--- config.mk ---
export PLATFORM = sky130hd
export DESIGN_NAME = keyed_event_count_table
export DESIGN_NICKNAME = d
export VERILOG_FILES = /design/src/rtl/kect_pkg.sv /design/src/rtl/keyed_event_count_table.sv /design/src/rtl/kect_ctrl.sv /design/src/rtl/kect_dpath.sv
export SDC_FILE = /design/constraint.sdc
export NUM_CORES = 2
export LEC_CHECK = 0
export ABC_CLOCK_PERIOD_IN_PS = 15600
export BUFFER_PORTS_ARGS = -buffer_cell sky130_fd_sc_hd__buf_2
export CORE_ASPECT_RATIO = 1.25
export CORE_MARGIN = 2
export CORE_UTILIZATION = 45
export CTS_CLUSTER_DIAMETER = 120
export DETAILED_ROUTE_END_ITERATION = 7
export GPL_ROUTABILITY_DRIVEN = 0
export PLACE_DENSITY = 0.68
export SYNTH_ARGS = -nofsm -noshare
export SYNTH_HDL_FRONTEND = slang
export SYNTH_SLANG_ARGS = --single-unit
--- constraint.sdc ---
create_clock -name clk_i -period 15.6 [get_ports clk_i]
set_clock_uncertainty 0.15 [all_clocks]
set_input_delay 0.78 -clock clk_i [delete_from_list [all_inputs] [get_ports clk_i]]
set_output_delay 0.78 -clock clk_i [all_outputs]
set_load 0.01 [all_outputs]
--- src/rtl/kect_pkg.sv ---
package kect_pkg;

  localparam int unsigned KECT_ENTRIES = 16;

  localparam int unsigned KEY_W   = 32;
  localparam int unsigned CNT_W   = 16;
  localparam int unsigned DATE_W  = 32;
  localparam int unsigned LIMIT_W = 5;

  localparam logic [LIMIT_W-1:0] LIMIT_RESET = 5'd16;

  localparam int unsigned S_TDATA_W = KEY_W + DATE_W;
  localparam int unsigned S_TUSER_W = 2;
  localparam int unsigned M_TDATA_W = CNT_W + DATE_W;
  localparam int unsigned M_TUSER_W = 2;

  localparam int unsigned APB_ADDR_W = 3;
  localparam int unsigned APB_DATA_W = 32;

  localparam logic [APB_ADDR_W-3:0] REG_TABLE_LIMIT = 1'b0;

  typedef enum logic {
    ACT_RECORD = 1'b0,
    ACT_QUERY  = 1'b1
  } action_e;

  typedef struct packed {
    logic [KEY_W-1:0]  key;
    logic [CNT_W-1:0]  count;
    logic [DATE_W-1:0] date;
  } entry_t;

  typedef struct packed {
    logic load;
    logic search;
    logic finish;
  } cmd_t;

  typedef struct packed {
    logic match;
    logic exhausted;
    logic out_free;
  } status_t;

endpackage

--- src/rtl/keyed_event_count_table.sv ---
// Keyed event count table. Each item on the slave stream either records one event for a
// nonzero 32-bit key or queries that key; exactly one result item follows on the master
// stream with the hit flag, the count (saturating at 65535), the latest date and the sticky
// overflow flag. New keys are appended until the entry count reaches the smaller of
// table_limit and TABLE_ENTRIES; a further new key sets overflow and freezes the table
// until reset. The key store is a single-port-read memory searched one entry per cycle,
// followed by one update step, which waits for as long as the output register still holds
// a result that has not been taken.
// One item is worked on at a time, and a new item is taken while the previous result still
// waits in the output register.
module keyed_event_count_table #(
  parameter int unsigned TABLE_ENTRIES = kect_pkg::KECT_ENTRIES
) (
  input  logic                              clk_i,
  input  logic                              rst_ni,
  input  logic                              s_axis_tvalid,
  output logic                              s_axis_tready,
  // key [31:0], event_date [63:32]
  input  logic [kect_pkg::S_TDATA_W-1:0]    s_axis_tdata,
  // action [0], update_date [1]
  input  logic [kect_pkg::S_TUSER_W-1:0]    s_axis_tuser,
  output logic                              m_axis_tvalid,
  input  logic                              m_axis_tready,
  // event_count [15:0], latest_date [47:16]
  output logic [kect_pkg::M_TDATA_W-1:0]    m_axis_tdata,
  // hit [0], overflowed [1]
  output logic [kect_pkg::M_TUSER_W-1:0]    m_axis_tuser,
  input  logic                              psel,
  input  logic                              penable,
  input  logic                              pwrite,
  input  logic [kect_pkg::APB_ADDR_W-1:0]   paddr,
  input  logic [kect_pkg::APB_DATA_W-1:0]   pwdata,
  output logic [kect_pkg::APB_DATA_W-1:0]   prdata,
  output logic                              pready
);
  import kect_pkg::*;

  logic [LIMIT_W-1:0] table_limit_q;
  logic               limit_sel, limit_we;
  cmd_t               cmd;
  status_t            st;

  assign pready    = 1'b1;
  assign limit_sel = paddr[APB_ADDR_W-1:2] == REG_TABLE_LIMIT;
  assign limit_we  = psel && penable && pwrite && pready && limit_sel;
  assign prdata    = limit_sel ? APB_DATA_W'(table_limit_q) : '0;

  always_ff @(posedge clk_i or negedge rst_ni) begin
    if (!rst_ni) begin
      table_limit_q <= LIMIT_RESET;
    end else if (limit_we) begin
      table_limit_q <= pwdata[LIMIT_W-1:0];
    end
  end

  kect_ctrl u_ctrl (
    .clk_i         (clk_i),
    .rst_ni        (rst_ni),
    .s_axis_tvalid (s_axis_tvalid),
    .s_axis_tready (s_axis_tready),
    .st_i          (st),
    .cmd_o         (cmd)
  );

  kect_dpath #(
    .TABLE_ENTRIES (TABLE_ENTRIES)
  ) u_dpath (
    .clk_i         (clk_i),
    .rst_ni        (rst_ni),
    .s_tdata_i     (s_axis_tdata),
    .s_tuser_i     (s_axis_tuser),
    .table_limit_i (table_limit_q),
    .cmd_i         (cmd),
    .st_o          (st),
    .m_tvalid_o    (m_axis_tvalid),
    .m_tready_i    (m_axis_tready),
    .m_tdata_o     (m_axis_tdata),
    .m_tuser_o     (m_axis_tuser)
  );

endmodule

--- src/rtl/kect_ctrl.sv ---
module kect_ctrl (
  input  logic             clk_i,
  input  logic             rst_ni,
  input  logic             s_axis_tvalid,
  output logic             s_axis_tready,
  input  kect_pkg::status_t st_i,
  output kect_pkg::cmd_t    cmd_o
);
  import kect_pkg::*;

  typedef enum logic [2:0] {
    ST_IDLE   = 3'b001,
    ST_SEARCH = 3'b010,
    ST_UPDATE = 3'b100
  } state_e;

  state_e state_q, state_d;

  always_comb begin
    state_d       = state_q;
    cmd_o         = '0;
    s_axis_tready = 1'b0;
    case (state_q)
      ST_IDLE: begin
        s_axis_tready = 1'b1;
        if (s_axis_tvalid) begin
          cmd_o.load = 1'b1;
          state_d    = ST_SEARCH;
        end
      end
      ST_SEARCH: begin
        cmd_o.search = 1'b1;
        if (st_i.match || st_i.exhausted) begin
          state_d = ST_UPDATE;
        end
      end
      ST_UPDATE: begin
        if (st_i.out_free) begin
          cmd_o.finish = 1'b1;
          state_d      = ST_IDLE;
        end
      end
      default: begin
        state_d = ST_IDLE;
      end
    endcase
  end

  always_ff @(posedge clk_i or negedge rst_ni) begin
    if (!rst_ni) begin
      state_q <= ST_IDLE;
    end else begin
      state_q <= state_d;
    end
  end

  assert property (@(posedge clk_i) disable iff (!rst_ni)
    (state_q == ST_SEARCH) && !st_i.match && !st_i.exhausted |=> (state_q == ST_SEARCH))
    else $error("search left without a match or the end of the table");

  assert property (@(posedge clk_i) disable iff (!rst_ni)
    cmd_o.finish |-> st_i.out_free)
    else $error("result written while the output register is occupied");

  assert property (@(posedge clk_i) disable iff (!rst_ni)
    cmd_o.load |=> (state_q == ST_SEARCH) && !s_axis_tready)
    else $error("new item taken while an item is in progress");

endmodule

--- src/rtl/kect_dpath.sv ---
module kect_dpath #(
  parameter int unsigned TABLE_ENTRIES = kect_pkg::KECT_ENTRIES
) (
  input  logic                              clk_i,
  input  logic                              rst_ni,
  input  logic [kect_pkg::S_TDATA_W-1:0]    s_tdata_i,
  input  logic [kect_pkg::S_TUSER_W-1:0]    s_tuser_i,
  input  logic [kect_pkg::LIMIT_W-1:0]      table_limit_i,
  input  kect_pkg::cmd_t                    cmd_i,
  output kect_pkg::status_t                 st_o,
  output logic                              m_tvalid_o,
  input  logic                              m_tready_i,
  output logic [kect_pkg::M_TDATA_W-1:0]    m_tdata_o,
  output logic [kect_pkg::M_TUSER_W-1:0]    m_tuser_o
);
  import kect_pkg::*;

  localparam int unsigned IW = (TABLE_ENTRIES > 1) ? $clog2(TABLE_ENTRIES) : 1;
  localparam int unsigned UW = $clog2(TABLE_ENTRIES + 1);
  localparam int unsigned CW = (UW > LIMIT_W) ? UW : LIMIT_W;

  entry_t mem_q [TABLE_ENTRIES];

  action_e           act_q;
  logic [KEY_W-1:0]  key_q;
  logic [DATE_W-1:0] date_q;
  logic              upd_q;

  logic [UW-1:0]     rd_idx_q, rd_idx_d;
  logic              pend_q, pend_d;
  logic [IW-1:0]     cmp_idx_q;
  entry_t            rd_data_q;

  logic              hit_q, hit_d;
  logic [IW-1:0]     hit_idx_q;
  logic [CNT_W-1:0]  hit_cnt_q;
  logic [DATE_W-1:0] hit_date_q;

  logic [UW-1:0]     used_q, used_d;
  logic              ovf_q, ovf_d;

  logic              out_valid_q, out_valid_d;
  logic              out_hit_q, out_ovf_q;
  logic [CNT_W-1:0]  out_cnt_q;
  logic [DATE_W-1:0] out_date_q;

  logic              issue, match, more;
  logic              skip, full;
  logic [CW-1:0]     limit_eff;
  logic              we;
  logic [IW-1:0]     waddr;
  entry_t            wentry;
  logic              res_hit;
  logic [CNT_W-1:0]  res_cnt, inc_cnt;
  logic [DATE_W-1:0] res_date, new_date;

  assign more  = rd_idx_q < used_q;
  assign issue = cmd_i.search && more;
  assign match = pend_q && (rd_data_q.key == key_q);

  assign st_o.match     = cmd_i.search && match;
  assign st_o.exhausted = cmd_i.search && !pend_q && !more;
  assign st_o.out_free  = !out_valid_q || m_tready_i;

  assign limit_eff = (CW'(table_limit_i) > CW'(TABLE_ENTRIES)) ? CW'(TABLE_ENTRIES)
                                                              : CW'(table_limit_i);
  assign full      = CW'(used_q) >= limit_eff;
  assign skip      = ovf_q || (key_q == '0);
  assign inc_cnt   = (hit_cnt_q == '1) ? hit_cnt_q : hit_cnt_q + CNT_W'(1);
  assign new_date  = (upd_q && (date_q > hit_date_q)) ? date_q : hit_date_q;

  always_comb begin
    rd_idx_d = rd_idx_q;
    pend_d   = pend_q;
    hit_d    = hit_q;
    if (cmd_i.load) begin
      rd_idx_d = '0;
      pend_d   = 1'b0;
      hit_d    = 1'b0;
    end else if (cmd_i.search) begin
      pend_d = issue;
      if (issue) begin
        rd_idx_d = rd_idx_q + UW'(1);
      end
      if (match) begin
        hit_d = 1'b1;
      end
    end
  end

  always_comb begin
    we           = 1'b0;
    waddr        = hit_idx_q;
    wentry.key   = key_q;
    wentry.count = inc_cnt;
    wentry.date  = new_date;
    res_hit      = 1'b0;
    res_cnt      = '0;
    res_date     = '0;
    used_d       = used_q;
    ovf_d        = ovf_q;
    if (cmd_i.finish && !skip) begin
      if (hit_q) begin
        res_hit = 1'b1;
        if (act_q == ACT_RECORD) begin
          we       = 1'b1;
          res_cnt  = inc_cnt;
          res_date = new_date;
        end else begin
          res_cnt  = hit_cnt_q;
          res_date = hit_date_q;
        end
      end else if (act_q == ACT_RECORD) begin
        if (full) begin
          ovf_d = 1'b1;
        end else begin
          we           = 1'b1;
          waddr        = used_q[IW-1:0];
          wentry.count = CNT_W'(1);
          wentry.date  = upd_q ? date_q : '0;
          used_d       = used_q + UW'(1);
          res_cnt      = CNT_W'(1);
          res_date     = wentry.date;
        end
      end
    end
  end

  always_comb begin
    out_valid_d = out_valid_q;
    if (cmd_i.finish) begin
      out_valid_d = 1'b1;
    end else if (m_tready_i) begin
      out_valid_d = 1'b0;
    end
  end

  always_ff @(posedge clk_i or negedge rst_ni) begin
    if (!rst_ni) begin
      rd_idx_q    <= '0;
      pend_q      <= 1'b0;
      hit_q       <= 1'b0;
      used_q      <= '0;
      ovf_q       <= 1'b0;
      out_valid_q <= 1'b0;
    end else begin
      rd_idx_q    <= rd_idx_d;
      pend_q      <= pend_d;
      hit_q       <= hit_d;
      used_q      <= used_d;
      ovf_q       <= ovf_d;
      out_valid_q <= out_valid_d;
    end
  end

  always_ff @(posedge clk_i) begin
    if (cmd_i.load) begin
      key_q  <= s_tdata_i[KEY_W-1:0];
      date_q <= s_tdata_i[KEY_W+DATE_W-1:KEY_W];
      act_q  <= action_e'(s_tuser_i[0]);
      upd_q  <= s_tuser_i[1];
    end
    if (issue) begin
      rd_data_q <= mem_q[rd_idx_q[IW-1:0]];
      cmp_idx_q <= rd_idx_q[IW-1:0];
    end
    if (cmd_i.search && match) begin
      hit_idx_q  <= cmp_idx_q;
      hit_cnt_q  <= rd_data_q.count;
      hit_date_q <= rd_data_q.date;
    end
    if (we) begin
      mem_q[waddr] <= wentry;
    end
    if (cmd_i.finish) begin
      out_hit_q  <= res_hit;
      out_cnt_q  <= res_cnt;
      out_date_q <= res_date;
      out_ovf_q  <= ovf_d;
    end
  end

  assign m_tvalid_o = out_valid_q;
  assign m_tdata_o  = {out_date_q, out_cnt_q};
  assign m_tuser_o  = {out_ovf_q, out_hit_q};

  assert property (@(posedge clk_i) disable iff (!rst_ni)
    CW'(used_q) <= CW'(TABLE_ENTRIES))
    else $error("entry count beyond the table depth");

  assert property (@(posedge clk_i) disable iff (!rst_ni)
    ovf_q |=> ovf_q && $stable(used_q))
    else $error("table changed after overflow");

  assert property (@(posedge clk_i) disable iff (!rst_ni)
    cmd_i.finish && ovf_q |=> !out_hit_q && out_ovf_q && (out_cnt_q == '0))
    else $error("result after overflow is not empty");

endmodule

======== After elaboration in Yosys (flattened, before gate mapping) ========
Memory sizes are Yosys's and may differ from the RTL's. A register that Yosys moved wholly into a read port is not among the register bits.
Cells that the tools add are included.
word-level totals
  flip-flop bits (word level) ............. 194
  bits in writable memories ............... 1,280
  output and inout bits ................... 85
  word-level logic and storage cells ...... 119
  memories ................................ 1
memories
  name           depth  width  read ports  clocked after Yosys merged registers in  wr ports  line              source
  u_dpath.mem_q  16     80     1           1                                        1         kect_dpath.sv:22  entry_t mem_q [TABLE_ENTRIES];
cells by class
  $add $sub $neg .......................... 3
  magnitude comparators ................... 4
  equal/unequal tests ..................... 8
  muxes and demuxes ....................... 53
  bitwise logic cells ..................... 4
  reductions and logical operators ........ 26
operator list
  cell                                                   count
  2-to-1 mux 32 bit                                      6
  2-to-1 mux 48 bit                                      4
  2-to-1 mux 16 bit                                      4
  == test 32 bit                                         1
  greater-than comparator 32 bit                         1
  logical NOT 32 bit                                     1
  2-to-1 mux 1 bit                                       26
  2-to-1 mux 5 bit                                       5
  adder 16 x 1 -> 16 bit (second input constant)         1
  == test 16 bit (second input constant)                 1
  2-to-1 mux 4 bit                                       4
  adder 5 x 1 -> 5 bit (second input constant)           2
  logical AND 1 bit                                      10
  2-to-1 mux 3 bit                                       3
  case mux 3 bit (3 select lines)                        1
  nonzero test 2 bit                                     4
  greater-or-equal comparator 5 bit                      1
  greater-than comparator 5 bit (second input constant)  1
  less-than comparator 5 bit                             1
  logical NOT 1 bit                                      4
  inequality test 2 bit (second input constant)          2
  NOT 1 bit                                              4
  AND reduction 2 bit                                    2
  AND reduction 4 bit                                    1
  6 further kinds                                        8

======== Depth between registers and ports, before layout ========
  depth after elaboration ................. 9
  gate-level depth with buffers ........... 11
  mapped depth without buffers ............ 9

======== Hierarchy ========
A second synthesis with hierarchy kept.
unflattened totals
  cell total of the unflattened synthesis .. 2,593
  area, all modules ....................... 59,848.6 um^2
by module, submodules not included
  module                   instances  cells each  area an instance (um^2)  seq. area each (um^2)
  kect_dpath               1          2,531       59,210.5                 46,354.5
  keyed_event_count_table  1          46          467.9                    126.4
  kect_ctrl                1          16          170.2                    76.3

======== Worst setup path after synthesis ========
OpenSTA, ideal clock, no wires.
  path kind ............................... register -> register
  from .................................... register table_limit_q[4]
  to ...................................... memory u_dpath.mem_q[9][0] (netlist name), enable pin
  setup time .............................. 519 ps
  data arrival time ....................... 5,372 ps
  path slack .............................. 9,559 ps
  cell stages (with the launch flop) ...... 10
  period minus slack after synthesis ...... 6,041 ps
  cells stage by stage .................... dfstp_2 -> nor2b_1 -> ha_1 -> nand2b_1 -> a211oi_1 -> o21ai_0 -> or3_1 -> a21oi_1 -> nand2_1 -> nor2_1
between the ends
  longest elaborated chain between the ends .. 9
ends and longest elaborated chain
  what                                    line                           source
  start, declared                         keyed_event_count_table.sv:38  logic [LIMIT_W-1:0] table_limit_q;
  start signal, assigned                  keyed_event_count_table.sv:52  table_limit_q <= pwdata[LIMIT_W-1:0];
  greater-than comparator 5 bit           kect_dpath.sv:65               assign limit_eff = (CW'(table_limit_i) > CW'(TABLE_ENTRIES)) ? CW'(TABLE_ENTRIES)
  2-to-1 mux 5 bit *                      kect_dpath.sv:65
  greater-or-equal comparator 5 bit *     kect_dpath.sv:67               assign full = CW'(used_q) >= limit_eff;
  2-to-1 mux 1 bit                        kect_dpath.sv:114              if (full) begin
  2-to-1 mux 1 bit                        kect_dpath.sv:113              end else if (act_q == ACT_RECORD) begin
  2-to-1 mux 1 bit                        kect_dpath.sv:103              if (hit_q) begin
  2-to-1 mux 1 bit                        kect_dpath.sv:102              if (cmd_i.finish && !skip) begin
  2-to-1 mux 1 bit                        kect_dpath.sv:172              if (we) begin
  2-to-1 mux 1 bit (not written as such)  kect_dpath.sv:173              mem_q[waddr] <= wentry;
  end, declared                           kect_dpath.sv:22
Every way passes the cells marked *; elsewhere a longest branch is shown, timed or not.

======== Final worst setup path ========
  from .................................... register u_dpath.key_q[29]
  to ...................................... memory u_dpath.mem_q[1][77] (netlist name), enable pin
between the ends
  longest elaborated chain between the ends .. 7
ends and longest elaborated chain
  what                                    line               source
  start, declared                         kect_dpath.sv:25   logic [KEY_W-1:0] key_q;
  start signal, assigned                  kect_dpath.sv:158  key_q <= s_tdata_i[KEY_W-1:0];
  logical NOT 32 bit *                    kect_dpath.sv:68   assign skip = ovf_q || (key_q == '0);
  logical OR 1 bit *                      kect_dpath.sv:68
  logical NOT 1 bit *                     kect_dpath.sv:102
  logical AND 1 bit *                     kect_dpath.sv:102
  2-to-1 mux 1 bit                        kect_dpath.sv:102
  2-to-1 mux 1 bit                        kect_dpath.sv:172
  2-to-1 mux 1 bit (not written as such)  kect_dpath.sv:173
Marks and branches as above.

==> results.txt <==
Setup crit end kind - flop
via/cell ratio - 5.82
placed cell count - 4412
Sw Ratio - 23.4%
Required @ worst endpoint - 15.82 ns
total core area - 132000 um^2
crit-path max FO - 49
share of cells above drive strength 1 - 28.1%
critical path's slowest cell - buf_4
IO buf count - 135
Post-synth top cells - edfxtp_1 (1532), mux4_2 (400), nor2_1 (68)
Antenna Nets Post-Route - 0
sequential power share - 51.7%
worst rel slew slack - 25.7%
WL/cell - 27.8 um
deepest clock path buffer count - 3
chip height - 411 um
Root Buffer - clkbuf_16
CP max stage delay - 0.88 ns
Via Count - 27339
detailed placer's ending HPWL - 68.1 mm
clk_lat worst skew - 0.76 ns
number of H-tree levels - 4
sequential share of the synthesized area - 77.9%
Final nets - 2998
Pleak - 20.9 nW
max cap viols - 0
Psw - 0.00226 W
FF-to-FF setup slack - 10.00 ns
Global Route Usage Sum - 19.5%
Async SR Flop Fraction - 1.42%
Max VDD drop - 112 uV
Initial Util - 45.3%
DRT Pass-1 Iters - 5
top-count cell post-synth - edfxtp_1
P_int - 0.00739 W
WP data arrival - 5.82 ns
TritonCTS Buffers - 148
number of antenna violations at the first check in global routing - 2
GRT Residual Overflow - 0
Post-synth EDFFs - 1532
P&R area growth vs syn - 12.7%
postcts setup bufs - 0
die footprint - 136000 um^2
Fmax achieved - 179 MHz
routed wire length - 130 mm
number of distinct library cells after synthesis - 55
DR iter-0 viols - 3047
share of the synthesized area in the top cell type - 77.0%
vias in the first global route - 28737
Die X - 330 um
clock sink count - 1554
Power Density - 143 nW/um^2
Logic pwr share - 13.1%
unrepaired setup endpoints after global routing - no
Top FF cell, synth - edfxtp_1
critical path class - reg -> reg
Remaining DRCs - 0
Syn Inst Count - 2600
Final Setup Violations - 0
Ys Warns - 0
Synth Register Bits - 1554
Clock power frac - 35.2%
fin cells - 4699
final slew viol count - 0
most frequent CP cell - buf_4
synthesized area per cell - 23.0 um^2
area leader, netlist - edfxtp_1
Final period util - 35.9%
site row count - 149
crit path time final - 5.60 ns
# IOs - 193
first-pass GRT wire length - 191 mm
worst-path cell chain - nor4_1, nand4_1, o211ai_2, nor3_4, buf_4, nor3b_1, a31oi_1, nor2_4, buf_4, buf_4
dominant cells by area after synthesis - edfxtp_1 (77%), mux4_2 (15%), a22o_1 (0.94%)
largest net degree at the start of global routing - 110
TritonCTS clock tree - yes
Setup TNS Final - 0 ns
clk slew on worst S/H paths - 0.06 ns
Worst-Margin Slew - 1.11 ns
mapped cell area - 59700 um^2
worst min path class - in -> reg
Final Hold Vio Count - 0
outcome - finished clean
CP Launch Type - flop
worst hold slack - 0.0524 ns
-- power by group through the flow --
stage | logic (W) | clock network, W | registers, W
floorplan | 0.00102 | 0 | 0.00499
global placement | 0.00124 | 0 | 0.00506
detailed placement | 0.00128 | 0 | 0.00508
CTS | 0.00129 | 0.00347 | 0.00499
global route | 0.00136 | 0.00363 | 0.00501
finish | 0.00126 | 0.00340 | 0.00499
-- repair_timing --
action / CTS / global route
resized for setup: 0 / 0
hold buffers: 20 / 0
endpoints found under the hold margin: 39 / 0
setup endpoints to repair: 0 / 0
-- final cells by class --
type                            instances  area, um^2
Fill cell                           10025       64500
Sequential cell                      1554       46600
Multi-Input combinational cell        884       12500
Clock buffer                          191        3960
Tap cell                             1736        2170
Timing Repair Buffer                  212        1330
Clock inverter                         75         613
Inverter                               46         175
Antenna cell                            1        2.50
-- routing by layer --
layer	global-route usage, %	vias to the layer above	wire (um)
met5	0	-	23
met4	6.17	4	3400
met3	2.89	219	8150
met2	32.3	1039	66000
met1	26.9	14657	52900
li1	-	11420	-
-- cells by family (layout without fill, tap and decap cells) --
kind of cell / count (synthesis) / after routing / synth area share (%)
compound gates: 139 / 139 / 1.78
xor+xnor: 56 / 56 / 0.821
fa+ha+maj: 44 / 44 / 0.922
buf+inv: 188 / 524 / 1.52
flops: 1554 / 1554 / 77.9
mux: 412 / 412 / 15.3
other cells: 2 / 29 / 0.0126
simple gates: 205 / 205 / 1.69
-- metrics by stage --
| step | worst slack (ns) | power (W) | util (%) | cell area (um^2) |
|---|---|---|---|---|
| 4_1_cts | 9.97 | 0.00975 | 51.1 | 67300 |
| 3_5_place_dp | 9.98 | 0.00635 | 47.5 | 62600 |
| 5_1_grt | 9.81 | 0.00999 | 51.1 | 67300 |
| 2_1_floorplan | 9.56 | 0.00601 | - | 59800 |
| 6_report | 10.00 | 0.00965 | 51.1 | 67300 |
| 3_3_place_gp | 10.08 | 0.00630 | 47.5 | 62600 |
-- worst max-delay path: cells and delay by family, from the launching register on --
family                 cells  cell delay, ns
AND/OR/NAND/NOR            5            2.06
AO/OA/AOI/OAI              2            0.65
flip-flops                 1            0.63
buffers and inverters      3            1.69
-- placed cells by master, fill, tap and decap left out, types with 4 or more instances in the layout --
master	instances
a22o_1	64
buf_2	135
o21ai_0	16
bufinv_16	7
clkinv_1	31
nor4_1	13
mux2i_1	6
dfrtp_1	16
nor2_4	18
mux4_2	400
nor3b_1	4
edfxtp_1	1532
ha_1	44
clkinv_2	17
inv_6	6
a21o_1	5
a21oi_1	28
conb_1	28
dfrtp_4	4
clkbuf_1	38
nand2b_1	8
clkinvlp_4	9
mux2_2	6
dlygate4sd3_1	20
nor3_1	10
buf_4	55
clkinv_8	5
xnor2_1	40
xor2_1	16
nand2_1	40
nand4_1	23
clkbuf_16	152
nor2b_1	7
nand3_1	12
or3_1	8
inv_1	45
nor2_1	50
-- registers in the layout, indices dropped and copies added (netlist names), 3 cells and up --
register and count:
u_dpath.hit_cnt_q 16, u_dpath.out_cnt_q 16, u_dpath.date_q 32, u_dpath.cmp_idx_q 4, u_dpath.key_q 32, u_dpath.hit_idx_q 4, u_dpath.mem_q 1280, u_dpath.hit_date_q 32
u_dpath.out_date_q 32, u_dpath.used_q 5, table_limit_q 5, u_dpath.rd_idx_q 5, u_dpath.rd_data_q 80, u_ctrl.state_q 3
-- final timing paths --
check,start,endpoint,cells past startpoint
max in group asynchronous,rst_ni,u_dpath.rd_idx_q[0],2
min in group asynchronous,rst_ni,table_limit_q[1],2
min,s_axis_tdata[32],u_dpath.date_q[0],1
min reg2reg,u_dpath.rd_data_q[24],u_dpath.hit_date_q[24],0
max reg2reg,u_dpath.key_q[29],u_dpath.mem_q[1][77],10
max,u_dpath.key_q[29],u_dpath.mem_q[1][77],10
Power figures use the tool's default switching activity.
